<file path="config.mk">
export PLATFORM = sky130hd
export DESIGN_NAME = mdp_alu
export DESIGN_NICKNAME = d
export VERILOG_FILES = /design/src/sv/mdp_pkg.sv /design/src/sv/mdp_alu.sv
export SDC_FILE = /design/constraint.sdc
export NUM_CORES = 1
export LEC_CHECK = 0
export ABC_AREA = 1
export ABC_CLOCK_PERIOD_IN_PS = 6900
export BUFFER_PORTS_ARGS = -buffer_cell sky130_fd_sc_hd__buf_2
export CAP_MARGIN = 10
export CORE_UTILIZATION = 45
export DETAILED_ROUTE_END_ITERATION = 8
export SKIP_LAST_GASP = 1
export SYNTH_ARGS = -nofsm -noshare
export SYNTH_HDL_FRONTEND = slang
export SYNTH_SLANG_ARGS = --single-unit
</file>
<file path="constraint.sdc">
create_clock -name clk_i -period 6.9 [get_ports clk_i]
set_input_delay 1.38 -clock clk_i [delete_from_list [all_inputs] [get_ports clk_i]]
set_output_delay 1.38 -clock clk_i [all_outputs]
set_load 0.02 [all_outputs]
</file>
<file path="src/sv/mdp_pkg.sv">
// shared types, constants and saturating helpers for the marquee damped motion block
// no dependencies
`default_nettype none
package mdp_pkg;

  localparam int WW = 64;

  typedef logic signed [WW-1:0] wide_t;

  localparam wide_t WIDE = 64'sh2000_0000_0000_0000;

  typedef enum logic [1:0] {
    CFG_SMOOTH = 2'd0,
    CFG_PROJ   = 2'd1,
    CFG_SPEED  = 2'd2,
    CFG_OFFSET = 2'd3
  } cfg_idx_e;

  typedef enum logic {
    OP_MUL,
    OP_DIV
  } mdp_op_e;

  typedef struct packed {
    logic    start;
    mdp_op_e op;
  } mdp_ctl_t;

  function automatic wide_t clampw(input wide_t v);
    wide_t r;
    r = v;
    if (v > WIDE) r = WIDE;
    else if (v < -WIDE) r = -WIDE;
    return r;
  endfunction

  function automatic wide_t addw(input wide_t a, input wide_t b);
    return clampw(a + b);
  endfunction

  function automatic wide_t subw(input wide_t a, input wide_t b);
    return clampw(a - b);
  endfunction

  function automatic wide_t absw(input wide_t a);
    return (a < 0) ? -a : a;
  endfunction

  function automatic logic signed [31:0] sat32(input wide_t v);
    logic signed [31:0] r;
    r = v[31:0];
    if (v > 64'sh0000_0000_7FFF_FFFF) r = 32'sh7FFF_FFFF;
    else if (v < -64'sh0000_0000_8000_0000) r = 32'sh8000_0000;
    return r;
  endfunction

endpackage
`default_nettype wire

</file>
<file path="src/sv/mdp_alu.sv">
// bit-serial shared unit: saturating fixed-point multiply and restoring divide
// depends on mdp_pkg
`default_nettype none
module mdp_alu #(
  parameter int FRAC_BITS = 16
) (
  input  wire                    clk_i,
  input  wire                    rst_ni,
  input  wire  mdp_pkg::mdp_ctl_t ctl_i,
  input  wire  mdp_pkg::wide_t   a_i,
  input  wire  mdp_pkg::wide_t   b_i,
  output logic                   done_o,
  output mdp_pkg::wide_t         res_o
);
  import mdp_pkg::*;

  localparam int AW = FRAC_BITS + 64;
  localparam int NB = 2 * FRAC_BITS + 2;

  logic          busy_q, done_q, neg_q, sat_q;
  mdp_op_e       op_q;
  logic [5:0]    cnt_q;
  logic [AW-1:0] acc_q, acc_d;
  logic [61:0]   ua_q, ub_q, dvs_q;
  logic [63:0]   rem_q, quo_q, rem_sh;
  logic          acc_ovf, rem_ge;
  wide_t         ua_w, ub_w, mag;

  assign ua_w    = a_i[WW-1] ? -a_i : a_i;
  assign ub_w    = b_i[WW-1] ? -b_i : b_i;
  assign acc_d   = {acc_q[AW-2:0], 1'b0} + (ub_q[61] ? AW'(ua_q) : '0);
  // a full product wider than 64 bits saturates
  assign acc_ovf = |acc_d[AW-1:64];
  assign rem_sh  = {rem_q[62:0], quo_q[63]};
  assign rem_ge  = rem_sh >= {2'b00, dvs_q};
  assign mag     = sat_q ? WIDE : wide_t'({2'b00, acc_q[FRAC_BITS+61:FRAC_BITS]});
  assign res_o   = (op_q == OP_DIV) ? wide_t'(quo_q) : (neg_q ? -mag : mag);
  assign done_o  = done_q;

  always_ff @(posedge clk_i or negedge rst_ni) begin
    if (!rst_ni) begin
      busy_q <= 1'b0;
      done_q <= 1'b0;
      neg_q  <= 1'b0;
      sat_q  <= 1'b0;
      op_q   <= OP_MUL;
      cnt_q  <= '0;
      acc_q  <= '0;
      ua_q   <= '0;
      ub_q   <= '0;
      dvs_q  <= '0;
      rem_q  <= '0;
      quo_q  <= '0;
    end else begin
      done_q <= 1'b0;
      if (ctl_i.start) begin
        busy_q <= 1'b1;
        op_q   <= ctl_i.op;
        if (ctl_i.op == OP_MUL) begin
          neg_q <= a_i[WW-1] ^ b_i[WW-1];
          sat_q <= 1'b0;
          acc_q <= '0;
          ua_q  <= ua_w[61:0];
          ub_q  <= ub_w[61:0];
          cnt_q <= 6'd61;
        end else begin
          rem_q <= '0;
          quo_q <= a_i << (WW - NB);
          dvs_q <= b_i[61:0];
          cnt_q <= 6'(NB - 1);
        end
      end else if (busy_q) begin
        if (op_q == OP_MUL) begin
          ub_q <= {ub_q[60:0], 1'b0};
          if (!sat_q) begin
            acc_q <= acc_d;
            sat_q <= acc_ovf;
          end
        end else begin
          rem_q <= rem_ge ? rem_sh - {2'b00, dvs_q} : rem_sh;
          quo_q <= {quo_q[62:0], rem_ge};
        end
        if (cnt_q == '0) begin
          busy_q <= 1'b0;
          done_q <= 1'b1;
        end else begin
          cnt_q <= cnt_q - 6'd1;
        end
      end
    end
  end

endmodule
`default_nettype wire

</file>
==> impl_summary.md <==
Setup path
The endpoint identified for the worst register-to-register timing path is sat_q$_DFFE_PN0P_. The kind of capture point of the worst setup path is an output pin. Counting stages on the worst path, the most repeated cell is sky130_fd_sc_hd__nand3_1. The startpoint of the worst register-to-register path is ub_q[61]$_DFFE_PN0P_. The number of buffers and inverters on the critical path is 2.

The number of cells on the worst reg-to-reg path is 22. In this run the worst setup path begins at sat_q$_DFFE_PN0P_. The critical path crosses 16 cells after its start point. The kind of launch point of the worst setup path is a flop. The slowest stage of the critical path is the sky130_fd_sc_hd__dfrtp_2 cell. The highest fanout seen on the critical path is 36. The data required time of the critical path is about 5.5 ns. In this design, the stage delay of the slowest critical-path cell is slightly below 0.8 ns. Walking the worst path, the cells encountered are inv_2, nand2_2, ha_1, nand3_1, nor2_2, nand3_2, or2_4, nor2_8, nand2_4, nor2_4, nand4_1, nand2b_1, nand3_1, nand3_1, o21ai_1, buf_2.

The setup check on the worst reg-to-reg path leaves a slack of 2.64 ns. The critical path is of the flop to output pin type. The family with the most delay on the worst path is simple AND/OR/NAND/NOR gates. In this run the worst setup path terminates at res_o[60].

Data arrives at the worst endpoint at slightly above 4 ns.

Run
The number of max-cap violations is 0.

Global routing
The number of global-route vias before repair was 34.1k. The global routing met2 resource utilization is 0.582. The most crowded layer after global routing is met2. The total congestion overflow after global routing is 0. The largest net degree at the start of global routing is between 100 and 150. For this run, the total global-route usage over all layers was measured as 0.347. The global-route wire length before repair is roughly 200000 microns. For met1 alone, demand over resource in global routing was 0.417. The initial antenna violation count is 2.

The met3 demand-to-capacity share in global routing is 0.0259.

Drt
The average wire per standard cell is about 20 microns. The first routing iteration left 2964 violations. Detailed routing inserted a total of 35.8k vias. For this run, the detailed router's first-pass iteration total came to 6. The post-route antenna net violation count is 0. The via density per instance is 5.44. For this block, the routed nets add up to 134000 microns of wire. The number of remaining DRC errors is 0.

STA
Setup repair after global routing left no endpoint under its margin. Between clock sinks in the finished design, the worst skew comes to approximately 0.029 ns. The post-route setup TNS is 0 ns. The top achievable clock speed is 184 MHz. The transition at the pin with the smallest max-transition slack is roughly 1.1 ns.

The final hold violation count is 0. After layout, the minimum clock period comes to ~5.4 ns. The count of pins over their slew limit is 0.

The relative slew slack is 0.256. The share of the cycle needed by the critical path after routing is 0.788. Setup violations remaining at the end of the flow were counted as 0.

Place
The number of placed instances with taps included is approximately 6.5k. The final estimated routing congestion in global placement is ~1.1. During placement, the flow inserted port buffers numbering ~190. The detailed placement HPWL is approximately 110000 microns.

Min path
In this run the worst hold path is classified as flop to flop.

Synthesis
The mean cell area of the mapped netlist is just over 6 sq um. In this run, synthesis produced a sequential element count of between 400 and 500. The combined area of all synthesized cells is between 30000 and 40000 sq um. The count of different cell masters after synthesis is 64. For this run, the number of Yosys warnings is 0. Synthesis produced approximately 5.5k cells. For this run, the register share of the synthesized area comes to 0.298.

For this run, asynchronously set or reset flops after synthesis account for 1.00. The flip-flop cell with the highest count after synthesis is sky130_fd_sc_hd__dfrtp_1. The total nets after synthesis is ~5.7k.

In this run, synthesis inferred 0 flip-flops with an integrated enable.

Clock tree
In this run the post-CTS setup repair buffer count came out at 0. The later pin in the worst-skew pair is clocked with a latency of ~0.65 ns. The clock tree synthesis step divided the H-tree into 2 levels. The clock tree from TritonCTS is done. The clock sink count is a little over 400.

In this run, CTS created clock tree buffers numbering 50. The clock transition at the register clock pins on the worst setup and hold paths after CTS is 0.06 ns. The root buffer cell is sky130_fd_sc_hd__clkbuf_16. The post-CTS resize count is 0. Buffers inserted to repair hold after CTS numbered 0. The clock passes through at most 3 buffers.

Die
The floorplan step set the die height to about 280 microns. The floorplan step defined a die boundary enclosing approximately 76000 sq um. The top-level I/O count is 197. The area inside the core boundary is between 70000 and 80000 sq um. The floorplan has 100 rows. The starting density of the core is 0.455. The die width is around 280 microns.

Run status
The run finished with clean final reports.

Pwr
VDD sags by at most between 0.2 and 0.25 mV. The power per cell area is ~350 nW/um^2. The leakage power is ~19 nW.

Layout
The final net count is between 5k and 6k. In the final layout, the share of cells above drive strength 1 is 0.0697. The area growth from synthesis to layout is 10.6%. The post-route core utilization is 0.503.

After the flow finishes, the layout carries non-filler instances totaling 6582.
registers in the layout (all words and copies together) (netlist names):
name / flops
rem_q: 63
done_o: 1
ub_q: 62
busy_q: 1
dvs_q: 62
op_q: 1
acc_q: 79
sat_q: 1
cnt_q: 6
neg_q: 1
ua_q: 62
quo_q: 64
cell type report:
| type | count | area, sq um |
|---|---|---|
| antenna | 2 | 5.00 |
| clock buffer | 73 | 1490 |
| clock inverter | 20 | 244 |
| fill | 7843 | 37000 |
| inverter | 841 | 3160 |
| multi-input combinational | 4047 | 20000 |
| sequential | 403 | 10100 |
| tap | 969 | 1210 |
| timing repair buffer | 227 | 1270 |
cell usage after synthesis (all sizes together), types with 2 or more instances:
| cell | n | share of area |
|---|---|---|
| xnor2 | 62 | 0.016 |
| o2111ai | 2 | 0.00052 |
| and3 | 6 | 0.0011 |
| or2 | 11 | 0.0021 |
| xor2 | 95 | 0.025 |
| o22ai | 59 | 0.011 |
| fa | 2 | 0.0012 |
| nand4 | 63 | 0.012 |
| nor4 | 38 | 0.0079 |
| nand2 | 1616 | 0.18 |
| o21bai | 20 | 0.0044 |
| o21a | 9 | 0.0020 |
| a221oi | 5 | 0.0013 |
| a32o | 2 | 0.00059 |
| and2 | 5 | 0.00092 |
| inv | 839 | 0.093 |
| nor3 | 86 | 0.014 |
| a21boi | 11 | 0.0024 |
| o31ai | 12 | 0.0027 |
| a21oi | 271 | 0.040 |
| clkinv | 2 | 0.00022 |
| o21ai | 484 | 0.072 |
| nor2 | 697 | 0.080 |
| nand3 | 216 | 0.034 |
| ha | 128 | 0.047 |
| a31oi | 55 | 0.010 |
| buf | 40 | 0.0059 |
| dfrtp | 403 | 0.30 |
| clkbuf | 126 | 0.014 |
| a21o | 10 | 0.0022 |
| o221ai | 24 | 0.0062 |
| nand3b | 10 | 0.0022 |
| o211ai | 38 | 0.0084 |
tightest hold or removal path, cell delays in order, from the launching register on:
cell and delay, ns:
sky130_fd_sc_hd__dfrtp_1 0.34, sky130_fd_sc_hd__nand2_1 0.06, sky130_fd_sc_hd__nand2_1 0.05
power by group:
group	switching (mW)	internal (mW)
registers	0.477	2.91
clock network	1.19	1.59
logic	4.71	2.13
layout by cell type (no fill, tap or decap), types with 9 or more instances in the layout:
cell,Yosys,routed
sky130_fd_sc_hd__a21boi_0,10,10
sky130_fd_sc_hd__a21o_1,10,10
sky130_fd_sc_hd__a21oi_1,271,271
sky130_fd_sc_hd__a31oi_1,55,55
sky130_fd_sc_hd__buf_2,16,192
sky130_fd_sc_hd__buf_4,4,31
sky130_fd_sc_hd__clkbuf_16,0,50
sky130_fd_sc_hd__clkbuf_8,0,15
sky130_fd_sc_hd__clkinv_2,0,10
sky130_fd_sc_hd__dfrtp_1,403,400
sky130_fd_sc_hd__ha_1,128,128
sky130_fd_sc_hd__inv_1,831,830
sky130_fd_sc_hd__nand2_1,1605,1603
sky130_fd_sc_hd__nand2_2,10,11
sky130_fd_sc_hd__nand3_1,206,206
sky130_fd_sc_hd__nand3b_1,10,10
sky130_fd_sc_hd__nand4_1,61,61
sky130_fd_sc_hd__nor2_1,683,681
sky130_fd_sc_hd__nor3_1,78,78
sky130_fd_sc_hd__nor4_1,36,36
sky130_fd_sc_hd__o211ai_1,38,38
sky130_fd_sc_hd__o21a_1,9,9
sky130_fd_sc_hd__o21ai_0,445,445
sky130_fd_sc_hd__o21ai_1,36,36
sky130_fd_sc_hd__o21bai_1,20,20
sky130_fd_sc_hd__o221ai_1,24,24
sky130_fd_sc_hd__o22ai_1,59,59
sky130_fd_sc_hd__o31ai_1,12,12
sky130_fd_sc_hd__or2_2,9,9
sky130_fd_sc_hd__xnor2_1,62,62
sky130_fd_sc_hd__xor2_1,95,95
metal layers:
| layer | up-vias | part of all wire |
|---|---|---|
| met2 | 1182 | 0.47 |
| li1 | 17700 | - |
| met3 | 330 | 0.048 |
| met1 | 16600 | 0.40 |
| met5 | - | 0 |
| met4 | 0 | 0.086 |
how the worst min path moves through the flow:
| stage | from | to | slack, ns | depth (start not counted) |
|---|---|---|---|---|
| 2_1_floorplan | ub_q[53]$_DFFE_PN0P_ | ub_q[53]$_DFFE_PN0P_ | 0.44 | 2 |
| 6_report | ub_q[39]$_DFFE_PN0P_ | ub_q[39]$_DFFE_PN0P_ | 0.48 | 2 |
| 3_3_place_gp | ub_q[53]$_DFFE_PN0P_ | ub_q[53]$_DFFE_PN0P_ | 0.46 | 2 |
| 4_1_cts | ub_q[35]$_DFFE_PN0P_ | ub_q[35]$_DFFE_PN0P_ | 0.48 | 2 |
| 3_5_place_dp | ub_q[35]$_DFFE_PN0P_ | ub_q[35]$_DFFE_PN0P_ | 0.46 | 2 |
| 5_1_grt | ub_q[27]$_DFFE_PN0P_ | ub_q[27]$_DFFE_PN0P_ | 0.50 | 2 |
kinds of logic (layout without fill, tap and decap cells):
logic type | Yosys count | after routing | share of synthesized area
other | 0 | 2 | 0
muxes | 1 | 1 | 0.000332
DFF | 403 | 403 | 0.298
xor gates and xnor gates | 157 | 157 | 0.0406
buffers and inverters | 1007 | 1161 | 0.113
AOI/OAI and AO/OA | 1009 | 1009 | 0.165
and+or+nand+nor | 2750 | 2750 | 0.334
adders and majority gates | 130 | 130 | 0.0485
stage by stage:
step / setup WS, ns / power (mW) / hold WS, ns / area, sq um
after CTS: 1.46 / 13.0 / 0.477 / 37500
after global placement: 2.15 / 10.1 / 0.460 / 35700
after global routing: 1.15 / 13.9 / 0.501 / 37500
final: 1.46 / 13.0 / 0.482 / 37500
after floorplan: 3.13 / 8.09 / 0.444 / 33900
after detailed placement: 2.13 / 10.1 / 0.461 / 35700
(Power assumes the default switching activity.)
